===== src/rtl/core/skvt_ram.sv =====
module skvt_ram #(
    parameter int DEPTH = 64,
    parameter int WIDTH = 32
) (
    input  logic                     aclk,
    input  logic                     we,
    input  logic [$clog2(DEPTH)-1:0] waddr,
    input  logic [WIDTH-1:0]         wdata,
    input  logic [$clog2(DEPTH)-1:0] raddr,
    output logic [WIDTH-1:0]         rdata
);

    logic [WIDTH-1:0] mem [DEPTH];
    logic [WIDTH-1:0] rdata_reg;

    always_ff @(posedge aclk) begin
        if (we) begin
            mem[waddr] <= wdata;
        end
    end

    // Registered read, old data on a same-address write
    always_ff @(posedge aclk) begin
        rdata_reg <= mem[raddr];
    end

    assign rdata = rdata_reg;

endmodule


===== config.mk =====
export PLATFORM = sky130hd
export DESIGN_NAME = skvt_ram
export DESIGN_NICKNAME = d
export VERILOG_FILES = /design/src/rtl/core/skvt_ram.sv
export SDC_FILE = /design/constraint.sdc
export NUM_CORES = 2
export LEC_CHECK = 0
export BUFFER_PORTS_ARGS = -buffer_cell sky130_fd_sc_hd__buf_2
export CORE_MARGIN = 5
export CORE_UTILIZATION = 55
export DETAILED_ROUTE_END_ITERATION = 16
export HOLD_SLACK_MARGIN = 0.15
export PLACE_DENSITY_LB_ADDON = 0.3
export SLEW_MARGIN = 10
export SYNTH_ARGS = -nofsm -noshare
export SYNTH_HDL_FRONTEND = slang
export SYNTH_SLANG_ARGS = --single-unit

===== constraint.sdc =====
create_clock -name aclk -period 6.35 [get_ports aclk]
set_input_delay 1.27 -clock aclk [delete_from_list [all_inputs] [get_ports aclk]]
set_output_delay 1.27 -clock aclk [all_outputs]
set_load 0.005 [all_outputs]

**Yosys cells after proc, flatten, opt, wreduce, memory -nomap -nowiden**

Memory sizes are Yosys's and may differ from the RTL's. A register that Yosys moved wholly into a read port is not among the register bits.
Cells that the tools add are included.

- Logic and storage cells: 3
- Register bits: 0
- Input port bits: 46
- Output and inout port bits: 32
- Bits in writable memories: 2048
- Memories kept: 1

Memories:

| memory | words | width | read ports | clocked after memory_dff | write ports | RTL line | text |
|---|---|---|---|---|---|---|---|
| mem | 64 | 32 | 1 | 1 | 1 | 13 | `logic [WIDTH-1:0] mem [DEPTH];` |

- Muxes and demuxes: 2

Operators by type and width:

| operator | number |
|---|---|
| $mux 1 | 2 |

**Longest topological paths before layout**

- Depth in word-level cells: 2
- Mapped depth: 10
- Depth with buffers taken out: 5

**Worst setup path after synthesis**

Ideal clock, no wire load.

- Path kind: input port to flip-flop
- Start point: input waddr[3]
- End point: memory mem[48][0], enable pin
- Data arrival time: 3.969 ns
- Library setup time: 0.461 ns
- Required time: 5.889 ns
- Buffers on the path: 1
- Cell stages on the path: 4
- Path slack: 1.920 ns
- Path through: clkbuf_1 nor2b_1 nand4b_1 nor3_1

RTL lines:

| element | RTL line | text |
|---|---|---|
| from (decl) | 7 | `input logic [$clog2(DEPTH)-1:0] waddr,` |
| to (decl) | 13 |  |

Straight into the memory's write port.

==> flow_summary_export.csv <==
group,metric,value,unit
sta,fmax,270,MHz
pwr,cellPowerDensity,318,mW/mm^2
layout,syn2layout_area_growth,12.3,%
yosys,synth_edf_count,2048,
yosys,synth_area,0.0785,mm^2
placement,gp_congestion,0.786,
layout,final_cells,5589,
pwr,p_clk_share,40.8,%
yosys,ys_seq_elements,2080,
critical_path,crit_path_cell_trace,"buf_8 > buf_12 > mux4_2 > mux4_2 > o22ai_1 > nor2_1",
routing,drt-vias-per-instance,6.66,
layout,final_nets,3569,
yosys,syn_avg_cell_area,23.6,um^2
global_routing,grtUsageTotal,25.7,%
floorplanning,core.rowCount,138,
sta,fin_worst_skew,0.0265,ns
pwr,switching_share,20.6,%
critical_path,r2r_setup_slack,3.86,ns
critical_path,slowest_delay,0.81,ns
layout,regArea,0.0621,mm^2
floorplanning,core_area,0.142,mm^2
yosys,synth_area_leader_cell,"edfxtp_1",
placement,dp_cells,5213,
critical_path,cp.required,6.99,ns
worst_hold_path,hold_class,"reg -> reg",
cts,cts.path.max_buffers,3,
sta,setup_violations,0,
routing,route.detailed.drc,0,
yosys,synthCells,3324,
cts,cts_tree,"done",
routing,post_drt_wl_per_cell,34.4,um
status,status,"finished clean",
placement,hpwl,105,mm
pwr,seq_power_share,54.5,%
yosys,synth_top_area_share,78.3,%
routing,wirelength,192,mm
worst_hold_path,min_to,"rdata[20]",
sta,worstMarginPinSlew,1.27,ns
critical_path,rr_startpoint,"mem[15][29]",
critical_path,end_kind,"flop",
critical_path,cp-start-kind,"input pin",
critical_path,r2r_cells,4,
cts,clkTransAtPathRegs,0.06,ns
pwr,p_int,22200,uW
critical_path,critical_path.max_fanout,62,
sta,hold_viol_final,0,
yosys,ys_types,34,
yosys,ys_seq_area_share,79.1,%
global_routing,grt_pass1_vias,37200,
floorplanning,dieArea,0.150,mm^2
routing,via_count,37200,
floorplanning,ios,78,
worst_hold_path,holdPathStages,4,
sta,drv_slew,0,
critical_path,crit_path_top_delay_cell,"o22ai_1",
sta,min_period_over_period,58.3,%
cts,cts_buffers,198,
layout,drive_above_1_share,29.0,%
worst_hold_path,min_from,"mem[29][20]",
routing,dr.pass1.iters,5,
yosys,async_reset_ff_share,0,%
pwr,ir_worst_vdd,223,uV
placement,port_buffers,77,
sta,rsz0062_at_grt,"no",
pwr,combPwrFrac,4.6,%
yosys,synth_flop_cell,"edfxtp_1",
cts,clk-insertion-delay-late,0.81,ns
global_routing,grt_max_degree,112,
cts,root_buffer,"clkbuf_16",
floorplanning,start_util,55.4,%
yosys,synth_commonest_cells,"2,048 x edfxtp_1, 544 x mux4_2, 137 x nor2_1, 93 x mux2i_1, 84 x o22ai_1",
critical_path,crit_top_cell,"mux4_2",
run,max_cap_violations,0,
cts,cts-resized-gates,0,
cts,h-tree-depth,4,
routing,drt_iter0_markers,5095,
sta,fin_tns_setup,0,ns
routing,ant_nets,0,
pwr,p_switching,5780,uW
layout,fillers,9312,
pwr,total_leakage_power,0.0274,uW
global_routing,antenna_found_initial,6,
yosys,synth_warnings,0,
layout,largest_reg_flops,2048,
critical_path,crit_type,"in -> reg",
critical_path,regToRegEndpoint,"rdata[29]",
sta,slew_headroom,15.3,%
sta,finalCriticalPeriod,3.70,ns
yosys,synth_nets,3370,
critical_path,crit_arrival,4.35,ns
global_routing,overflow,0,
floorplanning,dieWidth,388,um
cts,holdBufCountCts,0,
global_routing,grt_pass1_wl,275,mm
yosys,synth_area_leaders,"edfxtp_1 78%, mux4_2 16%, mux2i_1 1.2%",
layout,multi_input_area,0.0160,mm^2
floorplanning,die_y,388,um
cts,cts.sinks,2080,
yosys,synth_most_common_cell,"edfxtp_1",
cts,post-cts-setup-buffers,0,
per-stage QoR:
step	hold WS [ns]	cell area, um^2	setup slack [ns]	utilization (%)	total power, uW
final	0.800	88200	2.65	62.2	28000
after global routing	0.819	88100	2.51	62.2	28800
after CTS	0.800	88100	2.61	62.2	28100
after detailed placement	0.793	81900	1.73	57.7	16900
after global placement	0.736	81900	1.72	57.7	16800
after floorplan	0.663	78500	1.92	-	16300
cell families (layout without fill, tap and decap cells):
| kind of cell | after synthesis | in the layout | synth area share (%) |
|---|---|---|---|
| DFF | 2080 | 2080 | 79.1 |
| AOI/OAI and AO/OA | 202 | 202 | 1.67 |
| buffers and inverters | 182 | 550 | 1.13 |
| muxes | 637 | 637 | 16.8 |
| other | 0 | 7 | 0 |
| and+or+nand+nor | 223 | 223 | 1.27 |
cells in the final DEF (no fill, tap or decap), drive strengths merged, types with 7 or more instances in the layout:
master / count
nand2b: 8
nand2: 26
nor2b: 15
a21oi: 62
o221ai: 27
buf: 181
mux2i: 93
edfxtp: 2048
a22oi: 12
nor3: 7
nor2: 137
clkinv: 94
bufinv: 16
a311oi: 8
clkbuf: 251
dfxtp: 32
o22ai: 84
diode: 7
mux4: 544
how the worst max path moves through the flow:
| stage | cells after the start | slack, ns | from | to |
|---|---|---|---|---|
| detailed placement | 6 | 1.73 | raddr[0] | rdata[13] |
| global route | 6 | 2.51 | raddr[0] | rdata[13] |
| CTS | 6 | 2.61 | raddr[0] | rdata[13] |
| finish | 6 | 2.65 | raddr[0] | rdata[29] |
| floorplan | 4 | 1.92 | waddr[3] | mem[48][0] |
| global placement | 6 | 1.72 | raddr[0] | rdata[13] |
worst max-delay path, delay by kind of cell:
family / cells / cell delay, ns
buffers and inverters: 2 / 0.91
AOI/OAI and AO/OA: 1 / 0.81
muxes: 2 / 1.04
and+or+nand+nor: 1 / 0.17
final cells by class:
| cell class | instances | area share (%) |
|---|---|---|
| clock inverter | 118 | 1.14 |
| clock buffer | 251 | 5.99 |
| sequential | 2080 | 70.5 |
| antenna | 7 | 0.0199 |
| multi-input combinational | 1062 | 18.1 |
| timing repair buffer | 181 | 1.57 |
| tap | 1890 | 2.68 |
power groups by stage:
stage,sequential [uW],combinational [uW],clock [uW]
5_1_grt,15300,1370,12200
3_5_place_dp,15600,1300,0
2_1_floorplan,15500,739,0
6_report,15300,1290,11400
3_3_place_gp,15600,1280,0
4_1_cts,15300,1310,11600
layer usage:
| layer | vias up | global-route usage, % | part of all wire, % |
|---|---|---|---|
| met5 | - | 0 | 0.0057 |
| met4 | 2 | 7.53 | 2.8 |
| met3 | 281 | 5.56 | 11 |
| met2 | 2307 | 39.3 | 47 |
| met1 | 19900 | 38.3 | 39 |
| li1 | 14700 | - | - |
Note: power is estimated with default switching activity, not from simulation.
