[config.mk]
export PLATFORM = sky130hd
export DESIGN_NAME = skvt_ctrl
export DESIGN_NICKNAME = d
export VERILOG_FILES = /design/src/rtl/core/skvt_pkg.sv /design/src/rtl/core/skvt_ctrl.sv
export SDC_FILE = /design/constraint.sdc
export NUM_CORES = 1
export LEC_CHECK = 0
export BUFFER_PORTS_ARGS = -buffer_cell sky130_fd_sc_hd__buf_2
export CAP_MARGIN = 20
export CORE_MARGIN = 5
export CORE_UTILIZATION = 41
export CTS_CLUSTER_SIZE = 24
export DETAILED_ROUTE_END_ITERATION = 10
export MAX_ROUTING_LAYER = met4
export PLACE_DENSITY = 0.74
export RECOVER_POWER = 25
export SLEW_MARGIN = 10
export SYNTH_ARGS = -nofsm -noshare
export SYNTH_HDL_FRONTEND = slang
export SYNTH_SLANG_ARGS = --single-unit
[constraint.sdc]
create_clock -name aclk -period 3.54 [get_ports aclk]
set_input_delay 0.354 -clock aclk [delete_from_list [all_inputs] [get_ports aclk]]
set_output_delay 0.354 -clock aclk [all_outputs]
set_load 0.005 [all_outputs]
[src/rtl/core/skvt_pkg.sv]
package skvt_pkg;

    // Field widths on the stream ports
    localparam int ACTION_W  = 2;
    localparam int KEY_W     = 32;
    localparam int VALUE_W   = 32;
    localparam int STATUS_W  = 2;
    localparam int COUNT_W   = 7;
    localparam int S_TDATA_W = 72;
    localparam int M_TDATA_W = 48;

    typedef logic [ACTION_W-1:0] action_t;
    typedef logic [STATUS_W-1:0] status_t;

    localparam action_t ACT_PUT    = 2'd0;
    localparam action_t ACT_GET    = 2'd1;
    localparam action_t ACT_REMOVE = 2'd2;

    localparam status_t ST_FOUND     = 2'd0;
    localparam status_t ST_INSERTED  = 2'd1;
    localparam status_t ST_NOT_FOUND = 2'd2;
    localparam status_t ST_FULL      = 2'd3;

    // Sequencer status towards the stream side
    typedef struct packed {
        logic    idle;
        logic    done;
        status_t status;
    } ctrl_stat_t;

endpackage

[src/rtl/core/skvt_ctrl.sv]
module skvt_ctrl #(
    parameter int TABLE_DEPTH = 64,
    parameter int KEY_BITS    = 32,
    parameter int VALUE_BITS  = 32
) (
    input  logic                               aclk,
    input  logic                               aresetn,
    input  logic                               start,
    input  skvt_pkg::action_t                  action,
    input  logic [KEY_BITS-1:0]                probe,
    input  logic [VALUE_BITS-1:0]              wval,
    input  logic                               out_free,
    output skvt_pkg::ctrl_stat_t               stat,
    output logic [VALUE_BITS-1:0]              res_value,
    output logic [$clog2(TABLE_DEPTH+1)-1:0]   count,
    output logic [$clog2(TABLE_DEPTH)-1:0]     raddr,
    input  logic [KEY_BITS-1:0]                key_rdata,
    input  logic [VALUE_BITS-1:0]              val_rdata,
    output logic [$clog2(TABLE_DEPTH)-1:0]     waddr,
    output logic                               key_we,
    output logic                               val_we,
    output logic [KEY_BITS-1:0]                key_wdata,
    output logic [VALUE_BITS-1:0]              val_wdata
);

    import skvt_pkg::*;

    localparam int AW = $clog2(TABLE_DEPTH);
    localparam int CW = $clog2(TABLE_DEPTH + 1);

    typedef enum logic [2:0] {
        S_IDLE,
        S_SEARCH,
        S_CMP,
        S_CHECK,
        S_UP,
        S_INS,
        S_DOWN,
        S_DONE
    } state_t;

    state_t                state_reg, state_next;
    action_t               action_reg, action_next;
    logic [KEY_BITS-1:0]   probe_reg, probe_next;
    logic [VALUE_BITS-1:0] wval_reg, wval_next;
    logic [CW-1:0]         lo_reg, lo_next;
    logic [CW-1:0]         hi_reg, hi_next;
    logic [CW-1:0]         mid_reg, mid_next;
    logic [CW-1:0]         ptr_reg, ptr_next;
    logic [CW-1:0]         count_reg, count_next;
    logic                  pend_reg, pend_next;
    logic [AW-1:0]         wpend_addr_reg, wpend_addr_next;
    status_t               status_reg, status_next;
    logic [VALUE_BITS-1:0] res_val_reg, res_val_next;

    logic [CW-1:0] mid;
    logic [CW-1:0] ptr_dec;
    logic [CW-1:0] lo_inc;
    logic          hit;

    assign mid     = lo_reg + ((hi_reg - lo_reg) >> 1);
    assign ptr_dec = ptr_reg - CW'(1);
    assign lo_inc  = lo_reg + CW'(1);
    // Lower-bound position holds the probe key
    assign hit     = (lo_reg < count_reg) && (key_rdata == probe_reg);

    always_comb begin
        state_next      = state_reg;
        action_next     = action_reg;
        probe_next      = probe_reg;
        wval_next       = wval_reg;
        lo_next         = lo_reg;
        hi_next         = hi_reg;
        mid_next        = mid_reg;
        ptr_next        = ptr_reg;
        count_next      = count_reg;
        pend_next       = pend_reg;
        wpend_addr_next = wpend_addr_reg;
        status_next     = status_reg;
        res_val_next    = res_val_reg;
        raddr           = lo_reg[AW-1:0];
        waddr           = wpend_addr_reg;
        key_we          = 1'b0;
        val_we          = 1'b0;
        key_wdata       = key_rdata;
        val_wdata       = val_rdata;

        unique case (state_reg)
            S_IDLE: begin
                if (start) begin
                    action_next = action;
                    probe_next  = probe;
                    wval_next   = wval;
                    lo_next     = '0;
                    hi_next     = count_reg;
                    state_next  = S_SEARCH;
                end
            end
            S_SEARCH: begin
                if (lo_reg < hi_reg) begin
                    raddr      = mid[AW-1:0];
                    mid_next   = mid;
                    state_next = S_CMP;
                end else begin
                    raddr      = lo_reg[AW-1:0];
                    state_next = S_CHECK;
                end
            end
            S_CMP: begin
                if (key_rdata < probe_reg) begin
                    lo_next = mid_reg + CW'(1);
                end else begin
                    hi_next = mid_reg;
                end
                state_next = S_SEARCH;
            end
            S_CHECK: begin
                res_val_next = '0;
                status_next  = ST_NOT_FOUND;
                state_next   = S_DONE;
                unique case (action_reg)
                    ACT_PUT: begin
                        if (hit) begin
                            waddr       = lo_reg[AW-1:0];
                            val_we      = 1'b1;
                            val_wdata   = wval_reg;
                            status_next = ST_FOUND;
                        end else if (count_reg == CW'(TABLE_DEPTH)) begin
                            status_next = ST_FULL;
                        end else begin
                            ptr_next   = count_reg;
                            pend_next  = 1'b0;
                            state_next = S_UP;
                        end
                    end
                    ACT_GET: begin
                        if (hit) begin
                            res_val_next = val_rdata;
                            status_next  = ST_FOUND;
                        end
                    end
                    ACT_REMOVE: begin
                        if (hit) begin
                            res_val_next = val_rdata;
                            status_next  = ST_FOUND;
                            ptr_next     = lo_inc;
                            pend_next    = 1'b0;
                            state_next   = S_DOWN;
                        end
                    end
                    default: begin
                    end
                endcase
            end
            S_UP: begin
                // Write back the entry read last cycle one place higher
                key_we = pend_reg;
                val_we = pend_reg;
                if (ptr_reg > lo_reg) begin
                    raddr           = ptr_dec[AW-1:0];
                    wpend_addr_next = ptr_reg[AW-1:0];
                    pend_next       = 1'b1;
                    ptr_next        = ptr_dec;
                end else begin
                    pend_next  = 1'b0;
                    state_next = S_INS;
                end
            end
            S_INS: begin
                waddr       = lo_reg[AW-1:0];
                key_we      = 1'b1;
                val_we      = 1'b1;
                key_wdata   = probe_reg;
                val_wdata   = wval_reg;
                count_next  = count_reg + CW'(1);
                status_next = ST_INSERTED;
                state_next  = S_DONE;
            end
            S_DOWN: begin
                // Write back the entry read last cycle one place lower
                key_we = pend_reg;
                val_we = pend_reg;
                if (ptr_reg < count_reg) begin
                    raddr           = ptr_reg[AW-1:0];
                    wpend_addr_next = ptr_dec[AW-1:0];
                    pend_next       = 1'b1;
                    ptr_next        = ptr_reg + CW'(1);
                end else begin
                    pend_next  = 1'b0;
                    count_next = count_reg - CW'(1);
                    state_next = S_DONE;
                end
            end
            S_DONE: begin
                if (out_free) begin
                    state_next = S_IDLE;
                end
            end
            default: begin
                state_next = S_IDLE;
            end
        endcase
    end

    always_ff @(posedge aclk) begin
        if (!aresetn) begin
            state_reg <= S_IDLE;
            count_reg <= '0;
            pend_reg  <= 1'b0;
        end else begin
            state_reg <= state_next;
            count_reg <= count_next;
            pend_reg  <= pend_next;
        end
        action_reg     <= action_next;
        probe_reg      <= probe_next;
        wval_reg       <= wval_next;
        lo_reg         <= lo_next;
        hi_reg         <= hi_next;
        mid_reg        <= mid_next;
        ptr_reg        <= ptr_next;
        wpend_addr_reg <= wpend_addr_next;
        status_reg     <= status_next;
        res_val_reg    <= res_val_next;
    end

    assign stat.idle   = (state_reg == S_IDLE);
    assign stat.done   = (state_reg == S_DONE) && out_free;
    assign stat.status = status_reg;
    assign res_value   = res_val_reg;
    assign count       = count_reg;

endmodule

# Word-level counts from Yosys, hierarchy flattened
# Index checks and enable logic that the tools add are counted.
# totals
inputBits,134
output_inout_bits,121
ff_bits,145
word_cells,125
# op_classes
n_mux,55
add_sub_neg,8
n_eq_ne,23
n_reduce_logical,21
magnitude_cmp,5
# op_table
op,count
$mux 32,3
$mux 7,10
$pmux 32 s2,1
$pmux 7 s2,4
$mux 6,7
$eq 32x32->1,1
$lt 32x32->1,1
$add 7x1->7 const B,4
$pmux 3 s8,1
$pmux 6 s2,2
$lt 7x7->1,3
$pmux 7 s3,1
$pmux 6 s3,1
$ne 2x2->1 const B,8
$sub 7x1->7 const B,2
$eq 3x3->1 const B,4
$mux 3,4
$pmux 2 s2,3
$mux 1,10
$ne 3x3->1 const B,3
$reduce_and 3->1,3
$mux 2,4
$reduce_and 2->1,4
$reduce_bool 2->1,4
19 further kinds,24

# Logic depth before layout (Yosys ltp)
# logic_depth
ltp_word,5
ltp_mapped,13
ltp_nobuf,13

# Worst setup path before layout
# Ideal clock, no wire load.
# synth_timing
path_kind,reg2reg
from,register state_reg[1]
to,register lo_reg[0] (enable)
arrival_ns,2.925
path_stages_with_launch,6
required_ns,3.211
slack_ns,0.286
path_buffers,2
period_less_slack_ns,3.254
setup_ns,0.329
path_cell_list,dfxtp_1 > clkbuf_1 > buf_1 > nor3_1 > and2_1 > nand2b_1
# synth_lines
element,line,source
"start, declared",skvt_ctrl.sv:42,"state_t state_reg, state_next;"
"start signal, assigned",skvt_ctrl.sv:211,state_reg <= state_next;
"end signal, assigned",skvt_ctrl.sv:218,lo_reg <= lo_next;
"end, declared",skvt_ctrl.sv:46,"logic [CW-1:0] lo_reg, lo_next;"

# Worst setup path in the final report
# layout_timing
from,register lo_reg[2]
to,output waddr[0]
# layout_via
elab_chain_len,5
# layout_rtl
element,line,source
$lt 7x7->1,skvt_ctrl.sv:65,assign hit = (lo_reg < count_reg) && (key_rdata == probe_reg);
$logic_and 1x1->1,skvt_ctrl.sv:65,
$mux 6,skvt_ctrl.sv:123,if (hit) begin
$mux 6,skvt_ctrl.sv:121,unique case (action_reg)
$pmux 6 s2,skvt_ctrl.sv:88,unique case (state_reg)
"end, declared",skvt_ctrl.sv:19,"output logic [$clog2(TABLE_DEPTH)-1:0] waddr,"
# Every way passes these cells.

==> qor.csv <==
stage,metric,value,unit
critical_path,endpoint type of the worst setup path,primary output,
cts,clock sinks,145,
routing,Routed Antenna Nets,0,
cts,clk_lat worst skew,0.43,ns
yosys,post-synth cell types,72,
yosys,Post-Syn Instances,786,
global_routing,GR Util All Layers,20.4,%
critical_path,Setup CP Type,flip-flop to primary output,
yosys,Syn Area/Cell,11.2,µm²
routing,residual DRC count,0,
layout,Reg area,4250,µm²
critical_path,CP Launch Type,flip-flop,
placement,port bufs,254,
worst_hold_path,Hold/Removal Path Class,input pin to flip-flop,
die,# rows,53,
sta,Tmin final,3.45,ns
die,Initial Util,41.7,%
cts,CTS Hold Bufs,0,
layout,multi-input logic area,4190,µm²
yosys,register area share after synthesis,48.2,%
sta,Final setup viols,0,
routing,vias,7127,
layout,most frequent cells in the layout,"238 x buf_2, 134 x edfxtp_1, 74 x ha_1",
layout,layout cells sized above 1,35.8,%
routing,Iteration-0 DRC Markers,617,
yosys,#FFs+latches synth,145,
sta,Final Skew,0.0135,ns
cts,htree depth,4,
sta,final worst path period share,97.4,%
cts,maximum root-to-sink buffer count,2,
global_routing,largest net degree at the start of global routing,69,
layout,post-route insts no fill,1360,
sta,f_max,290,MHz
layout,FILL cells,1878,
sta,hold violation count in the final report,0,
routing,Vias/cell,5.24,
run_status,run status,completed,
layout,"commonest non-fill, non-tap cell in the layout",buf_2,
sta,worst rel slew slack,56.3,%
pwr,PwrDens,478,nW/µm²
yosys,Synth Flop Type,edfxtp_1,
routing,First-pass DRT Iterations,5,
critical_path,"Max FO, Critical Path",18,
die,Top Ports,255,
layout,Antenna Cells,0,
cts,Clk Tree Root Cell,clkbuf_16,
routing,average wire per standard cell,18.8,µm
global_routing,initial antenna violation count,0,
die,Vert. Die Dim,157,µm
yosys,Post-Syn Area,8800,µm²
critical_path,CP arrival,3.09,ns
yosys,Area contributors post-synth,"edfxtp_1 46%, ha_1 11%, mux2_4 3.4%, mux2_2 3.3%, o21ai_0 3.2%",
placement,Final Wtd Congestion,0.932,
global_routing,GR Overflow Total,0,
sta,unrepaired setup endpoints after global routing,yes,
sta,Worst Tran Pin Value,0.654,ns
global_routing,vias in the first global route,6917,
flow_run,max-cap violation count,0,
sta,TNS Setup,0,ns
cts,TritonCTS Buffers,17,
die,core box area,21100,µm²
yosys,Synth top area share,45.7,%
yosys,synth warn,0,
routing,Detailed Route WL,25.6,mm
placement,dpl cells,1311,
cts,TritonCTS clock tree,done,
critical_path,Critical Path RT,3.19,ns
pwr,leakage,4.90,nW
placement,Final HPWL DP,19.4,mm
pwr,Max VDD drop,0.000312,V
layout,Final #Nets,1286,
layout,Layout area overhead,28.1,%
yosys,Post-synth ARST share,0,%
die,full die area,24500,µm²
yosys,Post-Syn Nets,1000,
die,Die X,157,µm
sta,Max Slew Vio Count,0,
cts,Clock transition at path regs,0.07,ns
global_routing,global-route wire length before repair,37.4,mm
yosys,Synth area leader,edfxtp_1,
yosys,"EDFF count, synth",134,
[critical path, stage by stage, from the launching register on]
cell and delay [ns]:
edfxtp_1 0.50, ha_1 0.36, a21o_1 0.20, a31oi_1 0.34, o2111ai_4 0.23, o21ai_4 0.33, buf_12 0.22, mux2_2 0.35
buf_2 0.13
[synth_stat cells, drive strengths merged, types with 11 or more instances]
cell type,instances
xnor2,24
edfxtp,134
dfxtp,11
buf,12
nand3,15
nand4,13
mux2,46
o21ai,60
nand2,73
and2,34
inv,66
clkbuf,17
nor2,44
a21oi,30
ha,77
a21o,14
[report_power, final]
| part | internal, mW | switching [mW] |
|---|---|---|
| registers | 2.08 | 0.0837 |
| clock network | 1.15 | 0.812 |
| logic | 0.573 | 0.698 |
[per-stage QoR]
stage / total power [mW] / hold WS, ns / utilization (%) / setup slack (ns) / cell area [µm²]
floorplan: 2.91 / 0.436 / - / 0.286 / 8800
global placement: 3.33 / 0.445 / 49.6 / 0.346 / 10500
detailed placement: 3.34 / 0.456 / 49.6 / 0.288 / 10500
CTS: 5.32 / 0.0778 / 52.7 / 0.00250 / 11100
global route: 5.63 / 0.0771 / 53.5 / -0.0664 / 11300
finish: 5.39 / 0.0965 / 53.5 / 0.0912 / 11300
[kinds of logic after synthesis]
logic type	count (synthesis)	synth area share (%)
adders and majority gates	80	11.6
DFF	145	48.2
buffers and inverters	97	4.80
and+or+nand+nor	215	12.1
muxes	53	7.53
AOI/OAI and AO/OA	163	12.4
xor gates and xnor gates	33	3.28
[layout make-up]
class	instances	area share, %
inverters	68	2.30
multi-input cells	544	37.2
repair buffers	296	14.2
clock inverters	15	1.86
clock buffers	17	3.77
well taps	275	3.05
flip-flops and latches	145	37.7
[final timing paths]
check / start / to / slack, ns / depth (start not counted)
setup / recovery: lo_reg[2]$_SDFFCE_PN0P_ / waddr[0] / 0.09 / 8
hold / removal: probe[14] / probe_reg[14]$_DFFE_PP_ / 0.1 / 1
setup reg to reg: probe_reg[7]$_DFFE_PP_ / lo_reg[5]$_SDFFCE_PN0P_ / 0.73 / 8
hold reg to reg: pend_reg$_SDFFE_PN0P_ / pend_reg$_SDFFE_PN0P_ / 0.47 / 2
[timing repair]
item                       in CTS  in global routing
gates cloned                    0                  2
pin swaps                       2                 12
gates resized for setup         1                 17
setup buffers                   2                 13
setup endpoints to repair      36                 39
[routing by layer]
layer  vias to the layer above  GRT usage, %  share of wire, %
li1                       3428             -                 -
met5                         -             -                 0
met4                         0          6.32               2.1
met1                      3324          25.1                41
met2                       326          34.1                49
met3                        49          3.95               8.3
Power figures use the tool's default switching activity.
